File: config.mk
export PLATFORM = sky130hd
export DESIGN_NAME = page_bitmap_allocator_top
export DESIGN_NICKNAME = d
export VERILOG_FILES = /design/src/rtl/core/pba_pkg.sv /design/src/rtl/core/page_bitmap_allocator_top.sv /design/src/rtl/core/pba_map_ram.sv
export SDC_FILE = /design/constraint.sdc
export NUM_CORES = 2
export LEC_CHECK = 0
export CORE_ASPECT_RATIO = 0.6
export CORE_MARGIN = 2
export CORE_UTILIZATION = 63
export DETAILED_ROUTE_END_ITERATION = 7
export DONT_BUFFER_PORTS = 1
export GPL_TIMING_DRIVEN = 0
export PLACE_DENSITY = 0.77
export SLEW_MARGIN = 20
export SYNTH_ARGS = -nofsm -noshare
export SYNTH_HDL_FRONTEND = slang
export SYNTH_HIERARCHICAL = 1
export SYNTH_SLANG_ARGS = --single-unit
File: constraint.sdc
create_clock -name aclk -period 8.52 [get_ports aclk]
set_input_delay 0 -clock aclk [delete_from_list [all_inputs] [get_ports aclk]]
set_output_delay 0 -clock aclk [all_outputs]
set_load 0.05 [all_outputs]
File: src/rtl/core/pba_pkg.sv
// ----------------------------------------------------------------------------
// Page bitmap allocator package
// Shared constants and action codes.
// ----------------------------------------------------------------------------
package pba_pkg;

    localparam int unsigned NUM_PAGES_DEF  = 4096;
    localparam int unsigned PAGE_SHIFT_DEF = 12;
    localparam logic [31:0] HEAP_BASE_RST  = 32'h0010_0000;
    localparam logic [24:0] USED_MAX       = 25'h1FF_FFFF;

    localparam logic [1:0] ACT_ALLOC = 2'd0;
    localparam logic [1:0] ACT_FREE  = 2'd1;
    localparam logic [1:0] ACT_QUERY = 2'd2;

endpackage

File: src/rtl/core/page_bitmap_allocator_top.sv
// ----------------------------------------------------------------------------
// Page bitmap allocator top level
// First-fit page allocator over a one-bit-per-page used map held in memory.
// ----------------------------------------------------------------------------
// After reset a clearing pass writes zero to every map word, one word a cycle,
// while s_ready stays low. Each item that is not finished at once then walks
// the map one bit a cycle, pausing at each map word boundary to read the word
// from the memory: an allocate scans from page 0 until the run fits or the
// map ends and then writes a fitting run back from its first page; a free
// walks the freed pages; a query walks the whole map. Each registered memory
// read passes through a read state and a wait state before the word is used.
// A result waits in an output register while the next item is held off.
// ----------------------------------------------------------------------------
module page_bitmap_allocator_top #(
    parameter int unsigned NUM_PAGES  = pba_pkg::NUM_PAGES_DEF,
    parameter int unsigned PAGE_SHIFT = pba_pkg::PAGE_SHIFT_DEF
) (
    input  logic        aclk,
    input  logic        aresetn,
    input  logic        cfg_we,
    input  logic [31:0] cfg_wdata,
    input  logic        s_valid,
    output logic        s_ready,
    input  logic [1:0]  s_action,
    input  logic [12:0] s_page_count,
    input  logic [31:0] s_address,
    output logic        m_valid,
    input  logic        m_ready,
    output logic [31:0] m_alloc_address,
    output logic        m_ok,
    output logic [24:0] m_used_bytes
);

    localparam int unsigned WORDS = (NUM_PAGES + 31) / 32;
    localparam int unsigned AW    = (WORDS > 1) ? $clog2(WORDS) : 1;
    localparam int unsigned PW    = $clog2(NUM_PAGES + 1);

    typedef enum logic [3:0] {
        ST_CLEAR, ST_IDLE, ST_RD, ST_WAIT, ST_SCAN, ST_MRD, ST_MWAIT, ST_MARK,
        ST_FRD, ST_FWAIT, ST_FCLR, ST_DONE
    } state_t;

    state_t      state_reg;
    logic [31:0] heap_base_reg;
    logic [1:0]  act_reg;
    logic [PW-1:0] count_reg, run_reg, page_reg, left_reg;
    logic [PW-1:0] used_reg;
    logic [31:0] word_reg;
    logic [AW-1:0] clr_reg;
    logic [31:0] out_addr_reg;
    logic        out_ok_reg, m_valid_reg;
    logic [24:0] out_used_reg;

    logic          we;
    logic [AW-1:0] waddr, raddr;
    logic [31:0]   wdata, rdata;

    pba_map_ram #(.WORDS(WORDS), .AW(AW)) u_ram (
        .aclk(aclk), .we(we), .waddr(waddr), .wdata(wdata),
        .raddr(raddr), .rdata(rdata)
    );

    // Page decode helpers.
    logic [AW-1:0] page_word;
    logic [4:0]    page_bit;
    logic          cur_bit;
    assign page_word = AW'(page_reg >> 5);
    assign page_bit  = page_reg[4:0];
    assign cur_bit   = word_reg[page_bit];

    // Free range check, reckoned in 33 bits.
    logic [32:0] heap_limit;
    logic        in_range;
    logic [31:0] off;
    assign heap_limit = {1'b0, heap_base_reg} + (33'(NUM_PAGES) << PAGE_SHIFT);
    assign in_range = ({1'b0, s_address} >= {1'b0, heap_base_reg})
                   && ({1'b0, s_address} < heap_limit);
    assign off      = s_address - heap_base_reg;

    // Requested count, clamped to the map size.
    logic          count_fits;
    logic [PW-1:0] count_lim;
    assign count_fits = (32'(s_page_count) <= NUM_PAGES);
    assign count_lim  = count_fits ? PW'(s_page_count) : PW'(NUM_PAGES);

    assign s_ready = (state_reg == ST_IDLE) && !m_valid_reg;
    assign m_valid = m_valid_reg;
    assign m_alloc_address = out_addr_reg;
    assign m_ok = out_ok_reg;
    assign m_used_bytes = out_used_reg;

    // Memory port drive.
    always_comb begin
        we    = 1'b0;
        waddr = page_word;
        wdata = word_reg;
        raddr = page_word;
        if (state_reg == ST_CLEAR) begin
            we    = 1'b1;
            waddr = clr_reg;
            wdata = '0;
        end else if (state_reg == ST_MARK || state_reg == ST_FCLR) begin
            if (page_bit == 5'd31 || left_reg == PW'(1)
                    || page_reg == PW'(NUM_PAGES - 1)) begin
                we    = 1'b1;
                wdata = word_reg;
                wdata[page_bit] = (state_reg == ST_MARK);
            end
        end
    end

    // Sequencer.
    always_ff @(posedge aclk) begin
        if (!aresetn) begin
            state_reg     <= ST_CLEAR;
            clr_reg       <= '0;
            heap_base_reg <= pba_pkg::HEAP_BASE_RST;
            m_valid_reg   <= 1'b0;
        end else begin
            if (cfg_we) begin
                heap_base_reg <= cfg_wdata;
            end
            if (m_valid_reg && m_ready) begin
                m_valid_reg <= 1'b0;
            end
            unique case (state_reg)
                ST_CLEAR: begin
                    clr_reg <= clr_reg + 1'b1;
                    if (clr_reg == AW'(WORDS - 1)) begin
                        state_reg <= ST_IDLE;
                    end
                end
                ST_IDLE: begin
                    if (s_valid && s_ready) begin
                        act_reg      <= s_action;
                        count_reg    <= count_lim;
                        left_reg     <= count_lim;
                        run_reg      <= '0;
                        used_reg     <= '0;
                        page_reg     <= (s_action == pba_pkg::ACT_FREE)
                                        ? PW'(off >> PAGE_SHIFT) : '0;
                        out_addr_reg <= '0;
                        out_ok_reg   <= (s_action == pba_pkg::ACT_FREE) && in_range;
                        out_used_reg <= '0;
                        case (s_action)
                            pba_pkg::ACT_ALLOC: begin
                                state_reg <= (s_page_count != '0 && count_fits)
                                             ? ST_RD : ST_DONE;
                            end
                            pba_pkg::ACT_FREE: begin
                                state_reg <= (in_range && s_page_count != '0)
                                             ? ST_FRD : ST_DONE;
                            end
                            pba_pkg::ACT_QUERY: state_reg <= ST_RD;
                            default: state_reg <= ST_DONE;
                        endcase
                    end
                end
                ST_RD:    state_reg <= ST_WAIT;
                ST_WAIT: begin
                    word_reg  <= rdata;
                    state_reg <= ST_SCAN;
                end
                ST_SCAN: begin
                    // One page per cycle; fetch the next word at a boundary.
                    if (act_reg == pba_pkg::ACT_QUERY) begin
                        used_reg <= used_reg + PW'(cur_bit);
                        if (page_reg == PW'(NUM_PAGES - 1)) begin
                            state_reg <= ST_DONE;
                            if ((33'(used_reg) + 33'(cur_bit)) << PAGE_SHIFT
                                    > 33'(pba_pkg::USED_MAX)) begin
                                out_used_reg <= pba_pkg::USED_MAX;
                            end else begin
                                out_used_reg <= 25'((32'(used_reg) + 32'(cur_bit))
                                                    << PAGE_SHIFT);
                            end
                        end else begin
                            page_reg <= page_reg + 1'b1;
                            if (page_bit == 5'd31) state_reg <= ST_RD;
                        end
                    end else begin
                        if (!cur_bit && run_reg + 1'b1 == count_reg) begin
                            page_reg  <= page_reg + 1'b1 - count_reg;
                            left_reg  <= count_reg;
                            out_ok_reg   <= 1'b1;
                            out_addr_reg <= heap_base_reg + 32'(
                                {32'b0, page_reg + 1'b1 - count_reg} << PAGE_SHIFT);
                            state_reg <= ST_MRD;
                        end else if (page_reg == PW'(NUM_PAGES - 1)) begin
                            state_reg <= ST_DONE;
                        end else begin
                            run_reg  <= cur_bit ? '0 : run_reg + 1'b1;
                            page_reg <= page_reg + 1'b1;
                            if (page_bit == 5'd31) state_reg <= ST_RD;
                        end
                    end
                end
                ST_MRD:   state_reg <= ST_MWAIT;
                ST_MWAIT: begin
                    word_reg  <= rdata;
                    state_reg <= ST_MARK;
                end
                ST_MARK, ST_FCLR: begin
                    word_reg[page_bit] <= (state_reg == ST_MARK);
                    if (left_reg == PW'(1) || page_reg == PW'(NUM_PAGES - 1)) begin
                        state_reg <= ST_DONE;
                    end else begin
                        left_reg <= left_reg - 1'b1;
                        page_reg <= page_reg + 1'b1;
                        if (page_bit == 5'd31) begin
                            state_reg <= (state_reg == ST_MARK) ? ST_MRD : ST_FRD;
                        end
                    end
                end
                ST_FRD:   state_reg <= ST_FWAIT;
                ST_FWAIT: begin
                    word_reg  <= rdata;
                    state_reg <= ST_FCLR;
                end
                ST_DONE: begin
                    m_valid_reg <= 1'b1;
                    state_reg   <= ST_IDLE;
                end
                default: state_reg <= ST_IDLE;
            endcase
        end
    end

    // A result is only raised when no item is in flight.
    assert property (@(posedge aclk) disable iff (!aresetn)
        $rose(m_valid) |-> $past(state_reg) == ST_DONE)
        else $error("result raised outside completion");
    assert property (@(posedge aclk) disable iff (!aresetn)
        s_ready |-> !m_valid)
        else $error("input taken with result pending");
    assert property (@(posedge aclk) disable iff (!aresetn)
        m_valid && m_alloc_address != '0 |-> m_ok)
        else $error("address without success");
    assert property (@(posedge aclk) disable iff (!aresetn)
        m_valid && m_used_bytes != '0 |-> !m_ok)
        else $error("query result with ok set");

endmodule

File: src/rtl/core/pba_map_ram.sv
// ----------------------------------------------------------------------------
// Page bitmap allocator map memory
// One-port-write, one-port-read word memory with registered read data.
// ----------------------------------------------------------------------------
module pba_map_ram #(
    parameter int unsigned WORDS = 128,
    parameter int unsigned AW    = 7
) (
    input  logic          aclk,
    input  logic          we,
    input  logic [AW-1:0] waddr,
    input  logic [31:0]   wdata,
    input  logic [AW-1:0] raddr,
    output logic [31:0]   rdata
);

    logic [31:0] mem [WORDS];

    // Write port.
    always_ff @(posedge aclk) begin
        if (we) begin
            mem[waddr] <= wdata;
        end
    end

    // Registered read port.
    always_ff @(posedge aclk) begin
        rdata <= mem[raddr];
    end

endmodule

==> flow_summary.toml <==
[synthesis]
postSynthCellCount = 7476
ys_seq_area_frac = 0.7581
synth_top_family_by_area = "multiplexers"
synthSimpleGateAreaFrac = 0.01994
synth_compound_area_frac = 0.01212
synth_async_sr_flop_share = 0
synthAdderAreaFrac = 0.005975
synth_edf_count = 4242
yosysWarnings = 6
synth_cell_types = 85
syn_area_per_cell_um2 = 22.74
ys.flop_type = "edfxtp_1"
synth_area_um2 = 170000
synthXorXnorAreaFrac = 0.005968
synth_seq_cells = 4318
syn_nets = 7640
synthMuxAreaShare = 0.1859

[route]
firstDrtPassIters = 8
wire_per_inst_um = 43.60
num_vias = 92340
wl_mm = 535.3
drtIter0Drc = 18830
drcViolationCount = 10
ant_nets = 0
viasPerCell = 7.520

[setup_path]
crit_start = "page_reg[0]"
crit-reg2reg-launch = "page_reg[0]"
cp_top_family = "simple AND/OR/NAND/NOR gates"
cp_slowest_cell = "nand3_1"
rr_worst_depth = 15
cp.arrival_ps = 7690
worstSetupStartpointType = "flop"
crit_path_max_fanout = 18
worstSetupPathType = "flop to flop"
crit_required_ps = 9100
timing.critical_path.buf_inv = 5
r2r_setup_slack_ps = 1410
cpPeakStageDelay_ps = 920
cp.depth = 15
crit_path_end_kind = "flop"
path_cells = "ha_1 > and3_1 > and2_1 > buf_4 > nand2_2 > or3_1 > a31oi_1 > buf_2 > or2_2 > clkbuf_1 > nor2b_1 > nand3_1 > clkbuf_2 > nor2_4 > buf_12"
r2r_end = "u_ram/mem[62][14]"

[clock_network]
clock-sinks = 4318
htree_levels = 5
cts_tree = "done"
hold_buffers = 162
clockRootBuffer = "clkbuf_16"
path_clk_slew_ps = 70
numCtsBuffers = 371
cts.repair.resized = 0
clk_latency_ps = 940
cts_setup_buffers = 0
cts_buffer_depth = 4

[power]
pwr-share-clk = 0.312
internal-power_mw = 39.62
power_density_nw_per_um2 = 282.4
p_sw_mw = 16.05
switching_share = 0.2883
power_mw = 55.67
ir_worst_vdd_mv = 0.2071
combPwrFrac = 0.201
power.leakage_nw = 62.80
sequentialPowerShare = 0.487

[sta]
fmax_mhz = 140.7
fin_crit_ps = 7108
min_period_over_period = 0.8343
slew_headroom = 0.1190
worst_pin_slew_ps = 1322
hold_viol = 0
skew_ps = 63.89
setup_slack_ps = 1412
timing.hold.ws_ps = 71.97
slew_violations = 0
setup_viol = 0
rsz0062_at_grt = "false"
tns_ps = 0

[job]
cap_violations = 0

[place]
placed_cell_area_um2 = 183400
place_congestion = 0.9676
dp.cells = 11390
dpl_worst_slack_ps = 2124
place_hpwl_mm = 338.6
numPortBuffers = 0

[status]
violations = "design-rule violations"
status = "finished with violations"

[min_path]
hp-class = "primary input to flop"
hold_end = "count_reg[12]"
hp-start = "s_page_count[12]"
holdPathStages = 2

[floorplanning]
core.rowCount = 147
fp.dieW_um = 674.7
placeableCoreArea_um2 = 268000
die_height_um = 406.4
die_area_um2 = 274200
ios = 144
initial_core_util = 0.6345

[global_routing]
grt_max_degree = 40
grt_antenna_before_repair = 94
grt.total_usage = 0.3952
grt_pass1_wl_mm = 734.0
grt_pass1_vias = 89990
overflow = 0

[cells_and_area]
stdcell_area_um2 = 197100
finalNetCount = 8511
finalCoreUtilization = 0.7357
largest_reg_flops = 4096
top_register = "u_ram/mem"
syn_to_final_growth_pct = 15.94
drive_gt1_frac = 0.3055
instances_no_fill = 12280
power by group through the flow:
stage | clock, mW | combinational, mW | sequential, mW
after floorplan | 0 | 4.06 | 28.0
after global placement | 0 | 7.34 | 28.9
after detailed placement | 0 | 10.2 | 27.5
after CTS | 17.4 | 10.6 | 27.1
after global routing | 18.1 | 11.2 | 27.1
final | 17.4 | 11.2 | 27.1
logic make-up (layout without fill, tap and decap cells):
kind of cell               Yosys count  after routing
adders and majority gates           80             80
buffers and inverters              482           1650
other                                0             58
AOI/OAI and AO/OA                  318            318
xor gates and xnor gates           108            108
DFF                               4318           4318
and+or+nand+nor                    698            698
muxes                             1472           1472
synth_stat cells, drive strengths merged, types with 4 or more instances:
master,number,area share
inv,71,0.0016
o211ai,7,0.00031
a221o,7,0.00041
and2,19,0.00072
nand3,87,0.0026
a211o,5,0.00026
buf,172,0.0052
xnor2,73,0.0038
a211oi,9,0.00050
nor2,267,0.0060
nor2b,61,0.0022
mux4,1344,0.18
or3,8,0.00029
nand4,14,0.00073
a21oi,119,0.0035
a221oi,5,0.00040
xnor3,5,0.00066
o31ai,6,0.00026
or2,4,0.00015
edfxtp,4242,0.75
o21ai,64,0.0019
o21a,10,0.00044
o221ai,4,0.00021
clkbuf,239,0.0053
o21bai,10,0.00044
nor3b,6,0.00026
xor2,30,0.0015
a22oi,12,0.00053
nor4,12,0.00048
nand3b,6,0.00026
nand2b,16,0.00059
dfxtp,76,0.0089
a21boi,7,0.00031
and4,4,0.00022
nand2,132,0.0029
and3,24,0.00088
nor3,29,0.00099
ha,78,0.0057
a31oi,13,0.00057
a21o,12,0.00053
o22ai,7,0.00026
mux2i,81,0.0048
mux2,47,0.0031
worst max path at each step:
stage,end,slack (ps)
after floorplan,u_ram/mem[0][27],1880
after global placement,u_ram/mem[126][15],-4650
after detailed placement,u_ram/mem[46][15],2120
after CTS,u_ram/mem[62][8],2000
after global routing,u_ram/mem[46][15],1590
final,u_ram/mem[62][14],1410
layer usage:
metal  up-vias  global-route usage  share of wire  routed length [um]
li1      33530                   -              -                   -
met1     47930              0.5465           0.33              176900
met2      9355              0.5559           0.43              231100
met3      1436              0.1891           0.19              102900
met4        84              0.1396          0.043               22870
met5         -             0.01359         0.0028                1519
layout make-up:
cell class | instances | area, um^2
sequential | 4318 | 128900
fill | 13690 | 70830
multi-input combinational | 2676 | 40390
clock buffer | 443 | 9734
timing repair buffer | 498 | 9128
tap | 3576 | 4474
clock inverter | 227 | 2255
buffer | 411 | 1854
inverter | 71 | 266.5
antenna | 58 | 145.1
placed cells by master, fill, tap and decap left out, types with 47 or more instances in the layout:
master and n:
nand3_1 84, clkinv_1 71, diode_2 58, buf_16 176
nor2b_1 59, mux2i_1 81, o21ai_0 59, dlygate4sd3_1 162
nand2_1 130, mux2_2 47, clkbuf_1 257, nor2_4 127
clkbuf_2 54, mux4_2 1344, ha_1 78, edfxtp_1 4242
inv_1 71, buf_2 96, nor2_1 139, dfxtp_1 76
clkbuf_16 379, clkinv_2 72, buf_4 53, xnor2_1 73
buf_12 105, a21oi_1 94
Note: power is estimated with default switching activity, not from simulation.
